<file path="config.mk">
export PLATFORM = sky130hd
export DESIGN_NAME = udp_frame_address_extractor
export DESIGN_NICKNAME = d
export VERILOG_FILES = /design/src/rtl/ufae_pkg.sv /design/src/rtl/udp_frame_address_extractor.sv
export SDC_FILE = /design/constraint.sdc
export NUM_CORES = 2
export LEC_CHECK = 0
export ABC_AREA = 1
export BUFFER_PORTS_ARGS = -buffer_cell sky130_fd_sc_hd__buf_2
export CAP_MARGIN = 20
export CELL_PAD_IN_SITES_DETAIL_PLACEMENT = 1
export CELL_PAD_IN_SITES_GLOBAL_PLACEMENT = 1
export CORE_UTILIZATION = 47
export CTS_BUF_LIST = sky130_fd_sc_hd__clkbuf_4 sky130_fd_sc_hd__clkbuf_8 sky130_fd_sc_hd__clkbuf_16
export DETAILED_ROUTE_END_ITERATION = 12
export PLACE_DENSITY = 0.82
export RECOVER_POWER = 25
export SYNTH_ARGS = -nofsm -noshare
export SYNTH_HDL_FRONTEND = slang
export SYNTH_SLANG_ARGS = --single-unit
</file>
<file path="constraint.sdc">
create_clock -name clk -period 33.5 [get_ports clk]
set_input_delay 0 -clock clk [delete_from_list [all_inputs] [get_ports clk]]
set_output_delay 0 -clock clk [all_outputs]
set_load 0.02 [all_outputs]
</file>
<file path="src/rtl/ufae_pkg.sv">
package ufae_pkg;

    localparam int MAX_FRAME_BYTES = 2048;
    localparam int POS_W           = $clog2(MAX_FRAME_BYTES + 1);

    localparam logic [15:0] TYPE_VLAN = 16'h8100;
    localparam logic [15:0] TYPE_IPV4 = 16'h0800;
    localparam logic [15:0] TYPE_IPV6 = 16'h86DD;
    localparam logic [7:0]  PROTO_UDP = 8'd17;

    localparam int IHL_UNIT  = 4;
    localparam int IHL_SHIFT = $clog2(IHL_UNIT);

    // byte positions in the Ethernet header
    localparam logic [POS_W-1:0] POS_TYPE_HI = POS_W'(12);
    localparam logic [POS_W-1:0] POS_TYPE_LO = POS_W'(13);
    localparam logic [POS_W-1:0] POS_TAG_HI  = POS_W'(16);
    localparam logic [POS_W-1:0] POS_TAG_LO  = POS_W'(17);
    localparam logic [POS_W-1:0] OFS_UNTAGGED = POS_W'(14);
    localparam logic [POS_W-1:0] OFS_TAGGED   = POS_W'(18);

    // offsets inside the network header
    localparam logic [POS_W-1:0] V4_IHL     = POS_W'(0);
    localparam logic [POS_W-1:0] V4_PROTO   = POS_W'(9);
    localparam logic [POS_W-1:0] V4_SRC     = POS_W'(12);
    localparam logic [POS_W-1:0] V4_DST     = POS_W'(16);
    localparam logic [POS_W-1:0] V4_END     = POS_W'(20);
    localparam logic [POS_W-1:0] V6_NEXT    = POS_W'(6);
    localparam logic [POS_W-1:0] V6_SRC_HI  = POS_W'(8);
    localparam logic [POS_W-1:0] V6_SRC_LO  = POS_W'(16);
    localparam logic [POS_W-1:0] V6_DST_HI  = POS_W'(24);
    localparam logic [POS_W-1:0] V6_DST_LO  = POS_W'(32);
    localparam logic [POS_W-1:0] V6_END     = POS_W'(40);
    localparam logic [POS_W-1:0] UDP_BYTES  = POS_W'(8);

    localparam logic [1:0] KIND_NONE = 2'd0;
    localparam logic [1:0] KIND_IPV4 = 2'd1;
    localparam logic [1:0] KIND_IPV6 = 2'd2;

    typedef struct packed {
        logic [255:0] data;
        logic [1:0]   kind;
    } result_t;

endpackage

</file>
<file path="src/rtl/udp_frame_address_extractor.sv">
// Parses an Ethernet frame streamed one byte per transaction (tlast on the final
// byte), skips one 802.1Q tag and, on the final byte, returns one transaction with
// the kind (none, IPv4 UDP, IPv6 UDP) in tuser and the source and destination
// addresses in tdata (all zero when there is no match). One byte is taken every
// clock while the input is not stalled; the result is registered into an output
// register backed by a skid register, so the input only stalls when both hold a
// result not yet taken. Frames longer than MAX_FRAME_BYTES are judged as if cut
// to that length.
module udp_frame_address_extractor
    import ufae_pkg::*;
(
    input  logic         clk,
    input  logic         rst_n,
    input  logic         s_axis_tvalid,
    output logic         s_axis_tready,
    input  logic [7:0]   s_axis_tdata,   // [7:0] frame_byte
    input  logic         s_axis_tlast,   // end_of_frame
    output logic         m_axis_tvalid,
    input  logic         m_axis_tready,
    output logic [255:0] m_axis_tdata,   // source_high, source_low, dest_high, dest_low
    output logic [1:0]   m_axis_tuser    // packet_kind
);

    logic [POS_W-1:0] pos_reg, pos_next, pos_upd;
    logic [15:0]      ftype_reg, ftype_next, ftype_upd;
    logic             tagged_reg, tagged_next, tagged_upd;
    logic [5:0]       ihl_reg, ihl_next, ihl_upd;
    logic [7:0]       proto_reg, proto_next, proto_upd;
    logic [7:0]       tag_hi_reg, tag_hi_next, tag_hi_upd;
    logic [63:0]      src0_reg, src0_next, src0_upd;
    logic [63:0]      src1_reg, src1_next, src1_upd;
    logic [63:0]      dst0_reg, dst0_next, dst0_upd;
    logic [63:0]      dst1_reg, dst1_next, dst1_upd;

    logic             take;
    logic             skip_net;
    logic [POS_W-1:0] ofs;
    logic [POS_W-1:0] rel;
    logic [7:0]       b;
    logic             res_valid;
    result_t          res;

    logic             out_valid_reg, out_valid_next;
    logic             skid_valid_reg, skid_valid_next;
    result_t          out_reg, out_next;
    result_t          skid_reg, skid_next;

    assign take          = s_axis_tvalid && s_axis_tready;
    assign s_axis_tready = !skid_valid_reg;
    assign b             = s_axis_tdata;
    assign ofs           = tagged_reg ? OFS_TAGGED : OFS_UNTAGGED;
    assign rel           = pos_reg - ofs;

    // byte capture
    always_comb
    begin
        pos_upd    = pos_reg;
        ftype_upd  = ftype_reg;
        tagged_upd = tagged_reg;
        ihl_upd    = ihl_reg;
        proto_upd  = proto_reg;
        tag_hi_upd = tag_hi_reg;
        src0_upd   = src0_reg;
        src1_upd   = src1_reg;
        dst0_upd   = dst0_reg;
        dst1_upd   = dst1_reg;
        skip_net   = 1'b0;
        if (pos_reg < POS_W'(MAX_FRAME_BYTES))
        begin
            pos_upd = pos_reg + POS_W'(1);
            if (pos_reg == POS_TYPE_HI)
            begin
                ftype_upd = {b, 8'h00};
            end
            else if (pos_reg == POS_TYPE_LO)
            begin
                ftype_upd = {ftype_reg[15:8], b};
            end
            else if (ftype_reg == TYPE_VLAN && !tagged_reg)
            begin
                skip_net = 1'b1;
                if (pos_reg == POS_TAG_HI)
                begin
                    tag_hi_upd = b;
                end
                else if (pos_reg == POS_TAG_LO)
                begin
                    ftype_upd  = {tag_hi_reg, b};
                    tagged_upd = 1'b1;
                end
            end
            if (!skip_net && pos_reg >= ofs)
            begin
                if (ftype_reg == TYPE_IPV4)
                begin
                    if (rel == V4_IHL)
                        ihl_upd = {b[3:0], IHL_SHIFT'(0)};
                    else if (rel == V4_PROTO)
                        proto_upd = b;
                    else if (rel >= V4_SRC && rel < V4_DST)
                        src1_upd = {32'h0, src1_reg[23:0], b};
                    else if (rel >= V4_DST && rel < V4_END)
                        dst1_upd = {32'h0, dst1_reg[23:0], b};
                end
                else if (ftype_reg == TYPE_IPV6)
                begin
                    if (rel == V6_NEXT)
                        proto_upd = b;
                    else if (rel >= V6_SRC_HI && rel < V6_SRC_LO)
                        src0_upd = {src0_reg[55:0], b};
                    else if (rel >= V6_SRC_LO && rel < V6_DST_HI)
                        src1_upd = {src1_reg[55:0], b};
                    else if (rel >= V6_DST_HI && rel < V6_DST_LO)
                        dst0_upd = {dst0_reg[55:0], b};
                    else if (rel >= V6_DST_LO && rel < V6_END)
                        dst1_upd = {dst1_reg[55:0], b};
                end
            end
        end
    end

    // end-of-frame verdict on the updated state
    always_comb
    begin
        logic [POS_W-1:0] ofs_upd;
        ofs_upd   = tagged_upd ? OFS_TAGGED : OFS_UNTAGGED;
        res_valid = take && s_axis_tlast;
        res.kind  = KIND_NONE;
        if (ftype_upd == TYPE_IPV4)
        begin
            if (pos_upd >= ofs_upd + V4_END && proto_upd == PROTO_UDP &&
                pos_upd >= ofs_upd + POS_W'(ihl_upd) + UDP_BYTES)
                res.kind = KIND_IPV4;
        end
        else if (ftype_upd == TYPE_IPV6)
        begin
            if (pos_upd >= ofs_upd + V6_END + UDP_BYTES && proto_upd == PROTO_UDP)
                res.kind = KIND_IPV6;
        end
        if (res.kind != KIND_NONE)
            res.data = {dst1_upd, dst0_upd, src1_upd, src0_upd};
        else
            res.data = '0;
    end

    always_comb
    begin
        pos_next    = pos_reg;
        ftype_next  = ftype_reg;
        tagged_next = tagged_reg;
        ihl_next    = ihl_reg;
        proto_next  = proto_reg;
        tag_hi_next = tag_hi_reg;
        src0_next   = src0_reg;
        src1_next   = src1_reg;
        dst0_next   = dst0_reg;
        dst1_next   = dst1_reg;
        if (take && s_axis_tlast)
        begin
            pos_next    = '0;
            ftype_next  = '0;
            tagged_next = 1'b0;
            ihl_next    = '0;
            proto_next  = '0;
            tag_hi_next = '0;
            src0_next   = '0;
            src1_next   = '0;
            dst0_next   = '0;
            dst1_next   = '0;
        end
        else if (take)
        begin
            pos_next    = pos_upd;
            ftype_next  = ftype_upd;
            tagged_next = tagged_upd;
            ihl_next    = ihl_upd;
            proto_next  = proto_upd;
            tag_hi_next = tag_hi_upd;
            src0_next   = src0_upd;
            src1_next   = src1_upd;
            dst0_next   = dst0_upd;
            dst1_next   = dst1_upd;
        end
    end

    // output register plus skid register
    always_comb
    begin
        out_valid_next  = out_valid_reg;
        skid_valid_next = skid_valid_reg;
        out_next        = out_reg;
        skid_next       = skid_reg;
        if (!out_valid_reg || m_axis_tready)
        begin
            if (skid_valid_reg)
            begin
                out_next        = skid_reg;
                out_valid_next  = 1'b1;
                skid_valid_next = 1'b0;
            end
            else
            begin
                out_next       = res;
                out_valid_next = res_valid;
            end
        end
        else if (res_valid)
        begin
            skid_next       = res;
            skid_valid_next = 1'b1;
        end
    end

    always_ff @(posedge clk or negedge rst_n)
    begin
        if (!rst_n)
        begin
            pos_reg        <= '0;
            ftype_reg      <= '0;
            tagged_reg     <= 1'b0;
            ihl_reg        <= '0;
            proto_reg      <= '0;
            tag_hi_reg     <= '0;
            src0_reg       <= '0;
            src1_reg       <= '0;
            dst0_reg       <= '0;
            dst1_reg       <= '0;
            out_valid_reg  <= 1'b0;
            skid_valid_reg <= 1'b0;
        end
        else
        begin
            pos_reg        <= pos_next;
            ftype_reg      <= ftype_next;
            tagged_reg     <= tagged_next;
            ihl_reg        <= ihl_next;
            proto_reg      <= proto_next;
            tag_hi_reg     <= tag_hi_next;
            src0_reg       <= src0_next;
            src1_reg       <= src1_next;
            dst0_reg       <= dst0_next;
            dst1_reg       <= dst1_next;
            out_valid_reg  <= out_valid_next;
            skid_valid_reg <= skid_valid_next;
        end
    end

    always_ff @(posedge clk)
    begin
        out_reg  <= out_next;
        skid_reg <= skid_next;
    end

    assign m_axis_tvalid = out_valid_reg;
    assign m_axis_tdata  = out_reg.data;
    assign m_axis_tuser  = out_reg.kind;

    a_skid_behind_out: assert property (@(posedge clk) disable iff (!rst_n)
        skid_valid_reg |-> out_valid_reg)
        else $error("skid holds a result while output register is empty");

    a_pos_saturates: assert property (@(posedge clk) disable iff (!rst_n)
        pos_reg <= POS_W'(MAX_FRAME_BYTES))
        else $error("byte position beyond frame bound");

    a_tag_after_type: assert property (@(posedge clk) disable iff (!rst_n)
        tagged_reg |-> pos_reg >= OFS_TAGGED)
        else $error("tag skipped before its ethertype was read");

    a_nomatch_zero: assert property (@(posedge clk) disable iff (!rst_n)
        (m_axis_tvalid && m_axis_tuser == KIND_NONE) |-> m_axis_tdata == '0)
        else $error("unmatched frame carries addresses");

    a_last_clears: assert property (@(posedge clk) disable iff (!rst_n)
        (s_axis_tvalid && s_axis_tready && s_axis_tlast) |=> pos_reg == '0)
        else $error("frame state not cleared after last byte");

endmodule
</file>
==> out/qor.yml <==
setup_path:
  path_max_fanout: 143
  r2r-start: "tagged_reg$_DFFE_PN0N_"
  cp.required_ns: 32.13
  r2r_end: "m_axis_tdata[85]$_DFFE_PN_"
  critPathCaptureType: "asynchronous set/reset pin"
  r2r_setup_slack_ns: 26.19
  path_class: "in2async"
  startpoint: "rst_n"
  arrival_ns: 10.02
  worstSetupStartpointType: "input pin"
  reg2regPathDepth: 31
  cp-endpoint: "proto_reg[0]$_DFFE_PN0N_"
logic_synthesis:
  synth_edf_count: 516
  yosysSeqAreaShare_pct: 57.9
  synth_most_common_cell: "nand2_1"
  yosysTopAreaCellShare_pct: 38.6
  synth_seq_cells: 825
  ys_warn_count: 0
  synth_cells: 4491
  syn-num-nets: 4535
  synth.distinct_cells: 48
  ys.flop_type: "edfxtp_1"
  synth_area_um2: 40100
  yosysTopAreaCell: "edfxtp_1"
  yosys-top-cells-area: "edfxtp_1 39%, dfrtp_1 19%, nand2_1 9.3%"
  async_reset_ff_share_pct: 37.5
  yosys-top-cells-count: "989 x nand2_1, 652 x inv_1, 516 x edfxtp_1, 417 x o21ai_0, 392 x nor2_1"
  synth.avg_cell_area_um2: 8.93
pwr:
  p_total_mw: 2.36
  peakVddDrop_mv: 0.0483
  p_leak_nw: 21.1
  power.density_nw_per_um2: 52.6
floorplanning:
  initial_core_util_pct: 47.7
  die_x_um: 294
  io_pins: 273
  chipHeight_um: 294
  core_area_um2: 84100
  dieArea_um2: 86500
  num_rows: 106
timing:
  rsz0062_at_grt: "false"
  skew_ns: 0.0421
  finalSetupViolCount: 0
  hold_viol: 0
  period_share_pct: 34.0
  fin_crit_ns: 11.39
  slew_viol_final: 281
  max_freq_mhz: 87.8
  setup-tns-final_ns: 0
  slew-limit-headroom_pct: -469
  tightestPinTransition_ns: 8.54
layout:
  final_util_pct: 53.3
  n_antenna_cell: 0
  final_cells: 5853
  area_delta_synth_final_pct: 11.8
  fin_area_um2: 44800
  layout-drive-gt1-share_pct: 7.78
  largest_reg_flops: 258
  layout.nets: 4684
global_route:
  grt_pass1_vias: 32400
  grt_pass1_wl_um: 182000
  grt.total_usage_pct: 26.5
  grt_max_degree: 171
  overflow: 0
  antenna_found_initial: 0
clock_tree:
  cts-root-buf: "clkbuf_16"
  cts_buffer_depth: 3
  cts_made_buffers: 92
  clk_latency_ns: 0.68
  cts_setup_buffers: 0
  clk_pin_slew_ns: 0.06
  cts_tree: "done"
  cts_sinks: 825
  h-tree-depth: 3
  ctsHoldBuffers: 12
  cts_resized: 0
place:
  routabilityCongestion: 0.864
  io_buffers: 272
  dp_hpwl_um: 70200
  dpl_cell_area_um2: 41900
  dp.cells: 5667
drt:
  wirelength_um: 115000
  drt_iter0_markers: 2149
  vias: 31800
  wire_per_inst_um: 19.6
  via_per_inst: 5.43
  drc: 0
  drt_pre_antenna_iters: 5
  drtAntennaViolNets: 0
run_status:
  failed_checks: "capacitance limit, slew limit"
  outcome: "finished, violations left"
flow_run:
  max_cap_viol_count: 4
hold_path:
  hold_path.class: "in2reg"
[cells by family after synthesis]
kind of cell | after synthesis | synth area share (%)
adders and majority gates | 31 | 1.00
and+or+nand+nor | 1606 | 16.3
buffers and inverters | 981 | 10.3
DFF | 825 | 57.9
xor gates and xnor gates | 10 | 0.218
AOI/OAI and AO/OA | 1037 | 14.2
muxes | 1 | 0.0281
[per-layer routing]
metal	wire (µm)	track usage, %	up-vias
li1	-	-	15000
met1	49800	35.9	15900
met2	55600	43.8	770
met3	6550	4.86	150
met4	2650	7.02	0
met5	0	0	-
[layout make-up]
type / instances / area [µm²]
Clock inverter: 53 / 604
Multi-Input combinational cell: 2685 / 12800
Timing Repair Buffer: 323 / 1500
Fill cell: 9976 / 39300
Clock buffer: 120 / 2560
Sequential cell: 825 / 23200
Inverter: 713 / 2700
Tap cell: 1134 / 1420
[per-stage QoR]
stage	hold WS [ns]	setup WS (ns)
2_1_floorplan	-0.296	5.97
3_3_place_gp	0.127	26.56
3_5_place_dp	0.124	26.35
4_1_cts	0.0335	26.25
5_1_grt	0.110	20.21
6_report	0.0643	22.11
[worst max-delay path: stages]
cell and delay, ns:
dlygate4sd3_1 0.51, dlygate4sd3_1 0.54, clkbuf_1 2.55, clkbuf_1 5.93
[worst min-delay path by stage]
| stage | start | to | slack, ns | cells after the start |
|---|---|---|---|---|
| global placement | rst_n | src0_reg[36]$_DFFE_PN0N_ | 0.13 | 1 |
| CTS | s_axis_tvalid | pos_reg[11]$_DFFE_PN0N_ | 0.03 | 4 |
| detailed placement | rst_n | src0_reg[28]$_DFFE_PN0N_ | 0.12 | 1 |
| finish | s_axis_tvalid | pos_reg[11]$_DFFE_PN0N_ | 0.06 | 4 |
| global route | s_axis_tvalid | tag_hi_reg[4]$_DFFE_PN0P_ | 0.11 | 4 |
| floorplan | rst_n | dst0_reg[0]$_DFFE_PN0N_ | -0.30 | 0 |
[layout by cell type, fill, tap and decap left out, types with 40 or more instances in the layout]
cell type	Yosys	layout
nand2_1	989	986
inv_1	652	650
edfxtp_1	516	516
o21ai_0	417	416
nor2_1	392	389
a21oi_1	332	332
dfrtp_1	309	309
clkbuf_1	170	262
o22ai_1	153	153
clkbuf_16	0	92
nand3_1	83	81
nand2_2	75	76
o21a_1	65	65
inv_2	59	59
o211ai_1	42	42
nand4_1	40	40
[power by group]
part / internal, mW / total, mW / leakage (nW) / switching, mW
Sequential: 1.13 / 1.15 / 9.55 / 0.0180
Combinational: 0.0284 / 0.160 / 9.93 / 0.132
Clock: 0.615 / 1.05 / 1.58 / 0.435
Total: 1.77 / 2.36 / 21.1 / 0.585
Power figures use the tool's default switching activity.
